[config.mk]
export PLATFORM = sky130hd
export DESIGN_NAME = frdb_ctrl
export DESIGN_NICKNAME = d
export VERILOG_FILES = /design/src/rtl/core/frdb_pkg.sv /design/src/rtl/core/frdb_ctrl.sv
export SDC_FILE = /design/constraint.sdc
export NUM_CORES = 1
export LEC_CHECK = 0
export BUFFER_PORTS_ARGS = -buffer_cell sky130_fd_sc_hd__buf_4
export CAP_MARGIN = 40
export CORE_MARGIN = 5
export CORE_UTILIZATION = 50
export CTS_CLUSTER_SIZE = 30
export DETAILED_ROUTE_END_ITERATION = 16
export GPL_TIMING_DRIVEN = 0
export PLACE_DENSITY = 0.77
export SLEW_MARGIN = 20
export SYNTH_ARGS = -nofsm -noshare
export SYNTH_HDL_FRONTEND = slang
export SYNTH_SLANG_ARGS = --single-unit
[constraint.sdc]
create_clock -name clk -period 3.15 [get_ports clk]
set_input_delay 0.315 -clock clk [delete_from_list [all_inputs] [get_ports clk]]
set_output_delay 0.315 -clock clk [all_outputs]
set_load 0.005 [all_outputs]
[src/rtl/core/frdb_pkg.sv]
// ----------------------------------------------------------------------------
// frdb_pkg
// Shared types, constants and tables for the FIR response-in-dB block.
// ----------------------------------------------------------------------------
package frdb_pkg;

    // Sizes of the tap store and the point range
    localparam int MAX_TAPS   = 128;
    localparam int MAX_POINTS = 4096;
    localparam int TAP_AW     = $clog2(MAX_TAPS);
    localparam int TAP_CW     = $clog2(MAX_TAPS + 1);
    localparam int NPT_W      = $clog2(MAX_POINTS + 1);

    // Field widths
    localparam int TAP_W      = 16;
    localparam int TIDX_W     = 7;
    localparam int POINT_W    = 12;
    localparam int DB_OUT_W   = 16;
    localparam int NTAPS_W    = 8;
    localparam int NPTS_W     = 13;

    // Configuration port
    localparam int CFG_IDX_W  = 4;
    localparam int CFG_DATA_W = 16;
    localparam logic [CFG_IDX_W-1:0] REG_NUM_TAPS   = CFG_IDX_W'(0);
    localparam logic [CFG_IDX_W-1:0] REG_NUM_POINTS = CFG_IDX_W'(1);
    localparam int NUM_TAPS_RST   = 23;
    localparam int NUM_POINTS_RST = 512;

    // Arithmetic
    localparam int PHASE_W      = 32;
    localparam int DIV_STEPS    = POINT_W + PHASE_W - 1;
    localparam int CORDIC_STEPS = 28;
    localparam int CORDIC_W     = 34;
    localparam int CORDIC_START = 652032874;
    localparam int PROD_W       = TAP_W + CORDIC_W;
    localparam int ACC_W        = PROD_W + TAP_AW + 1;
    localparam int RND_SHIFT    = 24;
    localparam int MAG_W        = 30;
    localparam int SQ_W         = 2 * MAG_W;
    localparam int MSQ_W        = SQ_W + 1;
    localparam int NORM_W       = 64;
    localparam int EXP_W        = 6;
    localparam int MANT_W       = 31;
    localparam int LOG_BITS     = 16;
    localparam int LX_W         = EXP_W + LOG_BITS + 1;
    localparam int LOG_OFFSET   = 40;
    localparam int DB_SCALE_Q32 = 50504453;
    localparam int V_W          = 50;
    localparam int DB_W         = V_W - 32;
    localparam int SMALL_LIMIT  = 109;
    localparam int DB_FLOOR     = -25600;
    localparam int DB_CEIL      = 16383;
    localparam int CNT_W        = 6;

    typedef struct packed {
        logic                       action;
        logic [TIDX_W-1:0]          tap_index;
        logic signed [TAP_W-1:0]    tap_value;
        logic [POINT_W-1:0]         point_index;
    } in_item_t;

    typedef struct packed {
        logic [POINT_W-1:0]         point_echo;
        logic signed [DB_OUT_W-1:0] magnitude_db;
    } out_item_t;

    typedef enum logic [3:0] {
        ST_IDLE,
        ST_DIV,
        ST_TAP_INIT,
        ST_CORDIC,
        ST_MUL,
        ST_ACC,
        ST_ROUND,
        ST_SQ_RE,
        ST_SQ_IM,
        ST_SUM,
        ST_NORM,
        ST_LOG_MUL,
        ST_LOG_CHK,
        ST_SCALE,
        ST_FINAL,
        ST_DONE
    } frdb_state_t;

    // Commands from the controller to the datapath
    typedef struct packed {
        logic              load;
        logic              start;
        logic              div_step;
        logic              tap_init;
        logic              cordic_step;
        logic              mul;
        logic              acc;
        logic              round;
        logic              sq_re;
        logic              sq_im;
        logic              sum;
        logic              norm_shift;
        logic              log_init;
        logic              log_mul;
        logic              log_chk;
        logic              scale;
        logic              final_db;
        logic              out_load;
        logic [CNT_W-1:0]  step;
        logic [TAP_AW-1:0] tap_addr;
    } frdb_cmd_t;

    // Status from the datapath to the controller
    typedef struct packed {
        logic [TAP_CW-1:0] taps;
        logic              small_mag;
        logic              norm_top;
        logic              out_free;
    } frdb_status_t;

    // arctan(2^-i) in units of 2^-32 turn
    function automatic logic [29:0] atan_turn(input logic [4:0] i);
        logic [29:0] r;
        case (i)
            5'd0:    r = 30'd536870912;
            5'd1:    r = 30'd316933406;
            5'd2:    r = 30'd167458907;
            5'd3:    r = 30'd85004756;
            5'd4:    r = 30'd42667331;
            5'd5:    r = 30'd21354465;
            5'd6:    r = 30'd10679838;
            5'd7:    r = 30'd5340245;
            5'd8:    r = 30'd2670163;
            5'd9:    r = 30'd1335087;
            5'd10:   r = 30'd667544;
            5'd11:   r = 30'd333772;
            5'd12:   r = 30'd166886;
            5'd13:   r = 30'd83443;
            5'd14:   r = 30'd41722;
            5'd15:   r = 30'd20861;
            5'd16:   r = 30'd10430;
            5'd17:   r = 30'd5215;
            5'd18:   r = 30'd2608;
            5'd19:   r = 30'd1304;
            5'd20:   r = 30'd652;
            5'd21:   r = 30'd326;
            5'd22:   r = 30'd163;
            5'd23:   r = 30'd81;
            5'd24:   r = 30'd41;
            5'd25:   r = 30'd20;
            5'd26:   r = 30'd10;
            5'd27:   r = 30'd5;
            default: r = 30'd0;
        endcase
        return r;
    endfunction

endpackage

[src/rtl/core/frdb_ctrl.sv]
// ----------------------------------------------------------------------------
// frdb_ctrl
// Sequencer: walks division, the per-tap CORDIC loop, squaring and log.
// ----------------------------------------------------------------------------
module frdb_ctrl import frdb_pkg::*; (
    input  logic         clk,
    input  logic         rst_n,
    input  logic         in_valid,
    input  logic         in_action,
    output logic         in_ready,
    input  frdb_status_t status,
    output frdb_cmd_t    cmd
);

    frdb_state_t       state_reg, state_next;
    logic [CNT_W-1:0]  cnt_reg, cnt_next;
    logic [TAP_CW-1:0] tap_reg, tap_next;
    logic [TAP_CW-1:0] tap_inc;

    assign tap_inc = tap_reg + TAP_CW'(1);

    // state and counters
    always_ff @(posedge clk or negedge rst_n)
    begin
        if (!rst_n)
        begin
            state_reg <= ST_IDLE;
            cnt_reg   <= '0;
            tap_reg   <= '0;
        end
        else
        begin
            state_reg <= state_next;
            cnt_reg   <= cnt_next;
            tap_reg   <= tap_next;
        end
    end

    // next state and commands
    always_comb
    begin
        state_next   = state_reg;
        cnt_next     = cnt_reg;
        tap_next     = tap_reg;
        in_ready     = 1'b0;
        cmd          = '0;
        cmd.step     = cnt_reg;
        cmd.tap_addr = tap_reg[TAP_AW-1:0];
        unique case (state_reg)
            ST_IDLE:
            begin
                in_ready = 1'b1;
                if (in_valid)
                begin
                    if (in_action)
                    begin
                        cmd.start  = 1'b1;
                        cnt_next   = '0;
                        state_next = ST_DIV;
                    end
                    else
                    begin
                        cmd.load = 1'b1;
                    end
                end
            end
            ST_DIV:
            begin
                cmd.div_step = 1'b1;
                if (cnt_reg == CNT_W'(DIV_STEPS - 1))
                begin
                    cnt_next   = '0;
                    tap_next   = '0;
                    state_next = (status.taps == '0) ? ST_ROUND : ST_TAP_INIT;
                end
                else
                begin
                    cnt_next = cnt_reg + CNT_W'(1);
                end
            end
            ST_TAP_INIT:
            begin
                cmd.tap_init = 1'b1;
                cnt_next     = '0;
                state_next   = ST_CORDIC;
            end
            ST_CORDIC:
            begin
                cmd.cordic_step = 1'b1;
                if (cnt_reg == CNT_W'(CORDIC_STEPS - 1))
                begin
                    state_next = ST_MUL;
                end
                else
                begin
                    cnt_next = cnt_reg + CNT_W'(1);
                end
            end
            ST_MUL:
            begin
                cmd.mul    = 1'b1;
                state_next = ST_ACC;
            end
            ST_ACC:
            begin
                cmd.acc    = 1'b1;
                tap_next   = tap_inc;
                state_next = (tap_inc == status.taps) ? ST_ROUND : ST_TAP_INIT;
            end
            ST_ROUND:
            begin
                cmd.round  = 1'b1;
                state_next = ST_SQ_RE;
            end
            ST_SQ_RE:
            begin
                cmd.sq_re  = 1'b1;
                state_next = ST_SQ_IM;
            end
            ST_SQ_IM:
            begin
                cmd.sq_im  = 1'b1;
                state_next = ST_SUM;
            end
            ST_SUM:
            begin
                cmd.sum    = 1'b1;
                state_next = ST_NORM;
            end
            ST_NORM:
            begin
                if (status.small_mag)
                begin
                    state_next = ST_FINAL;
                end
                else if (status.norm_top)
                begin
                    cmd.log_init = 1'b1;
                    cnt_next     = CNT_W'(LOG_BITS - 1);
                    state_next   = ST_LOG_MUL;
                end
                else
                begin
                    cmd.norm_shift = 1'b1;
                end
            end
            ST_LOG_MUL:
            begin
                cmd.log_mul = 1'b1;
                state_next  = ST_LOG_CHK;
            end
            ST_LOG_CHK:
            begin
                cmd.log_chk = 1'b1;
                if (cnt_reg == '0)
                begin
                    state_next = ST_SCALE;
                end
                else
                begin
                    cnt_next   = cnt_reg - CNT_W'(1);
                    state_next = ST_LOG_MUL;
                end
            end
            ST_SCALE:
            begin
                cmd.scale  = 1'b1;
                state_next = ST_FINAL;
            end
            ST_FINAL:
            begin
                cmd.final_db = 1'b1;
                state_next   = ST_DONE;
            end
            ST_DONE:
            begin
                if (status.out_free)
                begin
                    cmd.out_load = 1'b1;
                    state_next   = ST_IDLE;
                end
            end
            default:
            begin
                state_next = ST_IDLE;
            end
        endcase
    end

endmodule

======== Word-level counts from Yosys, hierarchy flattened ========
Cells that the tools add are included.
cells by class
  $lt $le $gt $ge ......................... 0
  add/subtract/negate cells ............... 3
  divide/modulo/power cells ............... 0
  reduce and logical (&&, ||, !) cells .... 8
  multiply operators ...................... 0
  shifts and indexed selects .............. 0
  equal/unequal tests ..................... 28
  bitwise gates (word level) .............. 0
  muxes and demuxes ....................... 45
operators with widths
  cell                                                                   count
  4-bit case mux with 16 select lines                                    1
  6-bit 2-to-1 mux                                                       7
  6-bit case mux with 6 select lines                                     1
  4-bit equality test, second input constant                             8
  4-bit 2-to-1 mux                                                       7
  1-bit 2-to-1 mux                                                       20
  2-bit inequality test, second input constant                           9
  4-bit by 3-bit equality test with 1-bit output, second input constant  4
  8-bit case mux with 2 select lines                                     1
  3-bit 2-to-1 mux                                                       3
  8-bit by 1-bit adder with 8-bit output, second input constant          1
  4-bit by 2-bit equality test with 1-bit output, second input constant  2
  8-bit equality test                                                    1
  8-bit zero test                                                        1
  2-bit 2-to-1 mux                                                       4
  8-bit 2-to-1 mux                                                       1
  7-bit AND reduction                                                    1
  6-bit by 1-bit adder with 6-bit output, second input constant          1
  6-bit by 5-bit equality test with 1-bit output, second input constant  1
  6-bit equality test, second input constant                             1
  6-bit zero test                                                        1
  6-bit AND reduction                                                    1
  6-bit nonzero test                                                     1
  6-bit by 1-bit subtractor with 6-bit output, second input constant     1
  other kinds (5)                                                        5
storage, ports and cells
  memories kept ........................... 0
  word-level logic and storage cells ...... 87
  bits in writable memories ............... 0
  latch bits .............................. 0
  output and inout bits ................... 32
  memory bits (read-only) ................. 0
  flip-flop bits (word level) ............. 18

======== Logic depth before layout (Yosys ltp) ========
  word-level depth ........................ 4
  gate-level depth with buffers ........... 9

======== Worst setup path after synthesis ========
No wires, ideal clock.
  kind .................................... reg-to-reg
  start ................................... reg cnt_reg[0]
  end ..................................... reg cnt_reg[1]
  stages on the path, launching flop included .. 9
  setup slack ............................. 1.273 ns
  buffers on the path ..................... 0
  arrival time ............................ 1.747 ns
  setup time .............................. 0.129 ns
  path through ............................ dfrtp_1 -> inv_1 -> ha_1 -> nor3b_1 -> a32o_1 -> a2111oi_4 -> o21ai_2 -> nor3_1 -> a21oi_1
on the way
  word-level cells in the longest chain between the ends .. 3
RTL lines
  what                                                                       RTL line          RTL
  start, declared                                                            frdb_ctrl.sv:16   logic [CNT_W-1:0] cnt_reg, cnt_next;
  start signal, assigned                                                     frdb_ctrl.sv:34   cnt_reg <= cnt_next;
  6-bit by 1-bit subtractor with 6-bit output (tied with other cells)        frdb_ctrl.sv:161  cnt_next = cnt_reg - CNT_W'(1);
  6-bit 2-to-1 mux (tied with other cells)                                   frdb_ctrl.sv:155  if (cnt_reg == '0)
  6-bit case mux with 6 select lines or 7-bit AND reduction (tied branches)  -
Parallel ways exist; a longest one is shown, timed or not. The select of a mux whose other input is x is not followed.
A chain may end at the register's enable or synchronous reset.

==> reports/results.tsv <==
stage	metric	value	unit
grt	grt_pass1_wl	7.34	mm
sta	grt_setup_unrepaired	false	
grt	overflow	0	
sta	relSlewSlack	0.628	
cts	cts.sinks	18	
drt	wl_per_cell	14.0	µm
setup_path	r2r-start	cnt_reg[0]	
grt	use_met3	0.0296	
sta	finalSetupViolCount	0	
sta	fin_worst_skew	0.00776	ns
power_and_ir_drop	cellPowerDensity	715	mW/mm²
setup_path	regToRegEndpoint	cnt_reg[3]	
drt	drc_errors	0	
synthesis	ys_ff_latch	18	
setup_path	reg2reg_slack	1.05	ns
grt	grt_max_degree	19	
finish	fin_area	0.00215	mm²
synthesis	synth_fp_nets	235	
cts	cts_buffer_depth	2	
synthesis	synth_edf_count	0	
floorplanning	die-height	68.3	µm
synthesis	ys_seq_area_frac	0.265	
finish	area_growth	26.4	%
finish	fin_cells	313	
setup_path	crit_path_max_fanout	10	
sta	slew_viol_final	0	
synthesis	synth.yosys.warnings	0	
floorplanning	num_rows	21	
synthesis	ys.flop_type	dfrtp_1	
setup_path	endpoint_kind	output pin	
place	dp.cells	308	
sta	max_slew.worst_pin.slew	0.554	ns
drt	drtAntennaViolNets	0	
sta	fmax	474	MHz
setup_path	required	2.83	ns
drt	drtPass1Iterations	4	
drt	via_per_inst	5.39	
floorplanning	boundaryPins	47	
place	port_buffers	46	
cts	post-cts-setup-buffers	0	
setup_path	crit_arrival	1.80	ns
finish	largest_reg_flops	8	
synthesis	synthCells	216	
drt	drt_iter0_markers	75	
run_status	status	finished clean	
finish	insertedDiodeCount	0	
setup_path	path_class	reg -> out	
place	place_area	0.00210	mm²
run	drv_cap	0	
place	routabilityCongestion	0.865	
power_and_ir_drop	p_leak	0.000953	µW
grt	gr-usage-met2	0.342	
grt	grt_pass1_vias	1618	
cts	post_cts_resized	0	
grt	grtUsageTotal	0.207	
power_and_ir_drop	ir_drop	0.407	mV
floorplanning	die_x	68.3	µm
grt	grtUsageMet1	0.271	
sta	tns	0	ns
drt	routed_wl	4.39	mm
synthesis	synth_area	0.00170	mm²
drt	via_count	1688	
setup_path	critical_path.endpoint	cmd[24]	
floorplanning	start_util	0.514	
sta	post-route-period-util	0.670	
cts	path_clk_slew	0.11	ns
sta	fin_crit	2.11	ns
finish	drive_gt1_frac	0.311	
setup_path	reg2reg_depth	8	
synthesis	netlist-cell-type-count	53	
cts	worstSkewPairLatency	0.31	ns
cts	cts.htree.levels	1	
sta	hold_viol	0	
finish	register_area	450	µm²
floorplanning	coreArea	0.00331	mm²
cts	cts_root_buf	clkbuf_4	
setup_path	crit_start	state_reg[1]	
cts	numCtsBuffers	3	
grt	busiest_layer	met2	
setup_path	critPathLaunchType	flop	
cts	cts_tree	built	
hold_path	hold_path.class	in -> reg	
finish	fillers	301	
floorplanning	die-area	0.00467	mm²
synthesis	async_reset_ff_frac	1.00	
finish	multi_input_area	0.00111	mm²
place	dp_hpwl	3.36	mm
grt	antenna_found_initial	0	
synthesis	avgSynthCellArea	7.88	µm²
finish	nNetsFinal	287	
cts	postCtsHoldBufs	1	
## cell type report
type                    count  area share
repair buffers             47       0.165
multi-input cells         173       0.518
well taps                  46      0.0268
flip-flops and latches     18       0.209
plain buffers              17      0.0494
clock buffers               4      0.0169
inverters                   8      0.0140
## worst min-delay path by stage
stage                               to  slack (ns)      start  depth (start not counted)
after floorplan             cnt_reg[0]        0.02      rst_n                          0
after global placement      tap_reg[6]        0.21      rst_n                          1
after detailed placement    tap_reg[6]        0.20      rst_n                          1
after CTS                 state_reg[3]        0.37  status[0]                          4
after global routing        tap_reg[6]        0.42      rst_n                          2
final                     state_reg[3]        0.37  status[0]                          4
## through the flow
stage / hold WS (ns) / total power (µW) / util / worst slack, ns
floorplan: 0.0194 / 1080 / - / 1.27
global placement: 0.206 / 1370 / 0.636 / 1.07
detailed placement: 0.203 / 1380 / 0.636 / 1.07
CTS: 0.367 / 1540 / 0.650 / 1.04
global route: 0.422 / 1670 / 0.650 / 0.904
finish: 0.372 / 1540 / 0.650 / 1.04
## synth_stat cells, types with 2 or more instances
master	instances	share of area
a31oi_1	3	0.011
ha_1	4	0.029
mux2_2	2	0.013
buf_2	7	0.021
a21oi_1	14	0.041
o21ai_0	3	0.0088
nand2b_1	5	0.018
inv_2	3	0.0066
nor3b_1	3	0.013
a21oi_2	2	0.010
nand3_1	6	0.018
nor2_1	28	0.062
buf_4	7	0.031
nor4_1	2	0.0074
o22ai_1	2	0.0074
and3_1	3	0.011
or2_1	3	0.011
nand2_1	18	0.040
nor3_1	12	0.035
xnor2_1	7	0.036
and2_1	2	0.0074
o31ai_1	3	0.013
dfrtp_1	18	0.26
inv_1	5	0.011
nor4_2	2	0.015
o21ai_1	19	0.056
xor2_1	7	0.036
## where the power goes
part	total [µW]	internal (µW)	leakage, µW	switching, µW
registers	361	292	0.000235	68.5
clock network	154	70.7	0.0000210	82.9
logic	1020	450	0.000697	573
total	1540	813	0.000953	724
## placed cells by master, fill, tap and decap left out, types with 4 or more instances in the layout
cell type   n
o21ai_1    19
nor3_1     12
dfrtp_1    18
inv_1       5
xnor2_1     7
nor2_1     28
xor2_1      7
nand3_1     6
nand2_1    18
buf_4      53
a21oi_1    14
buf_2       7
nand2b_1    5
ha_1        4
## cells by family (layout without fill, tap and decap cells)
family,Yosys count,count (layout),share of synthesized area
AO/OA/AOI/OAI,56,56,0.226
XOR/XNOR,14,14,0.0721
adder cells (fa/ha/maj),4,4,0.0294
buffers and inverters,25,76,0.0801
flip-flops,18,18,0.265
multiplexers,3,3,0.0191
AND/OR/NAND/NOR,96,96,0.308
## critical path, stage by stage, from the launching register on
cell and delay, ns:
dfrtp_1 0.42, buf_6 0.15, nand2b_1 0.20, or2_1 0.24, buf_2 0.18, inv_2 0.15
buf_4 0.14
## per-layer routing
metal	wire, µm	vias up
met4	64	0
met2	2050	36
met5	0	-
met3	158	6
li1	-	863
met1	2110	783
Power figures use the tool's default switching activity.
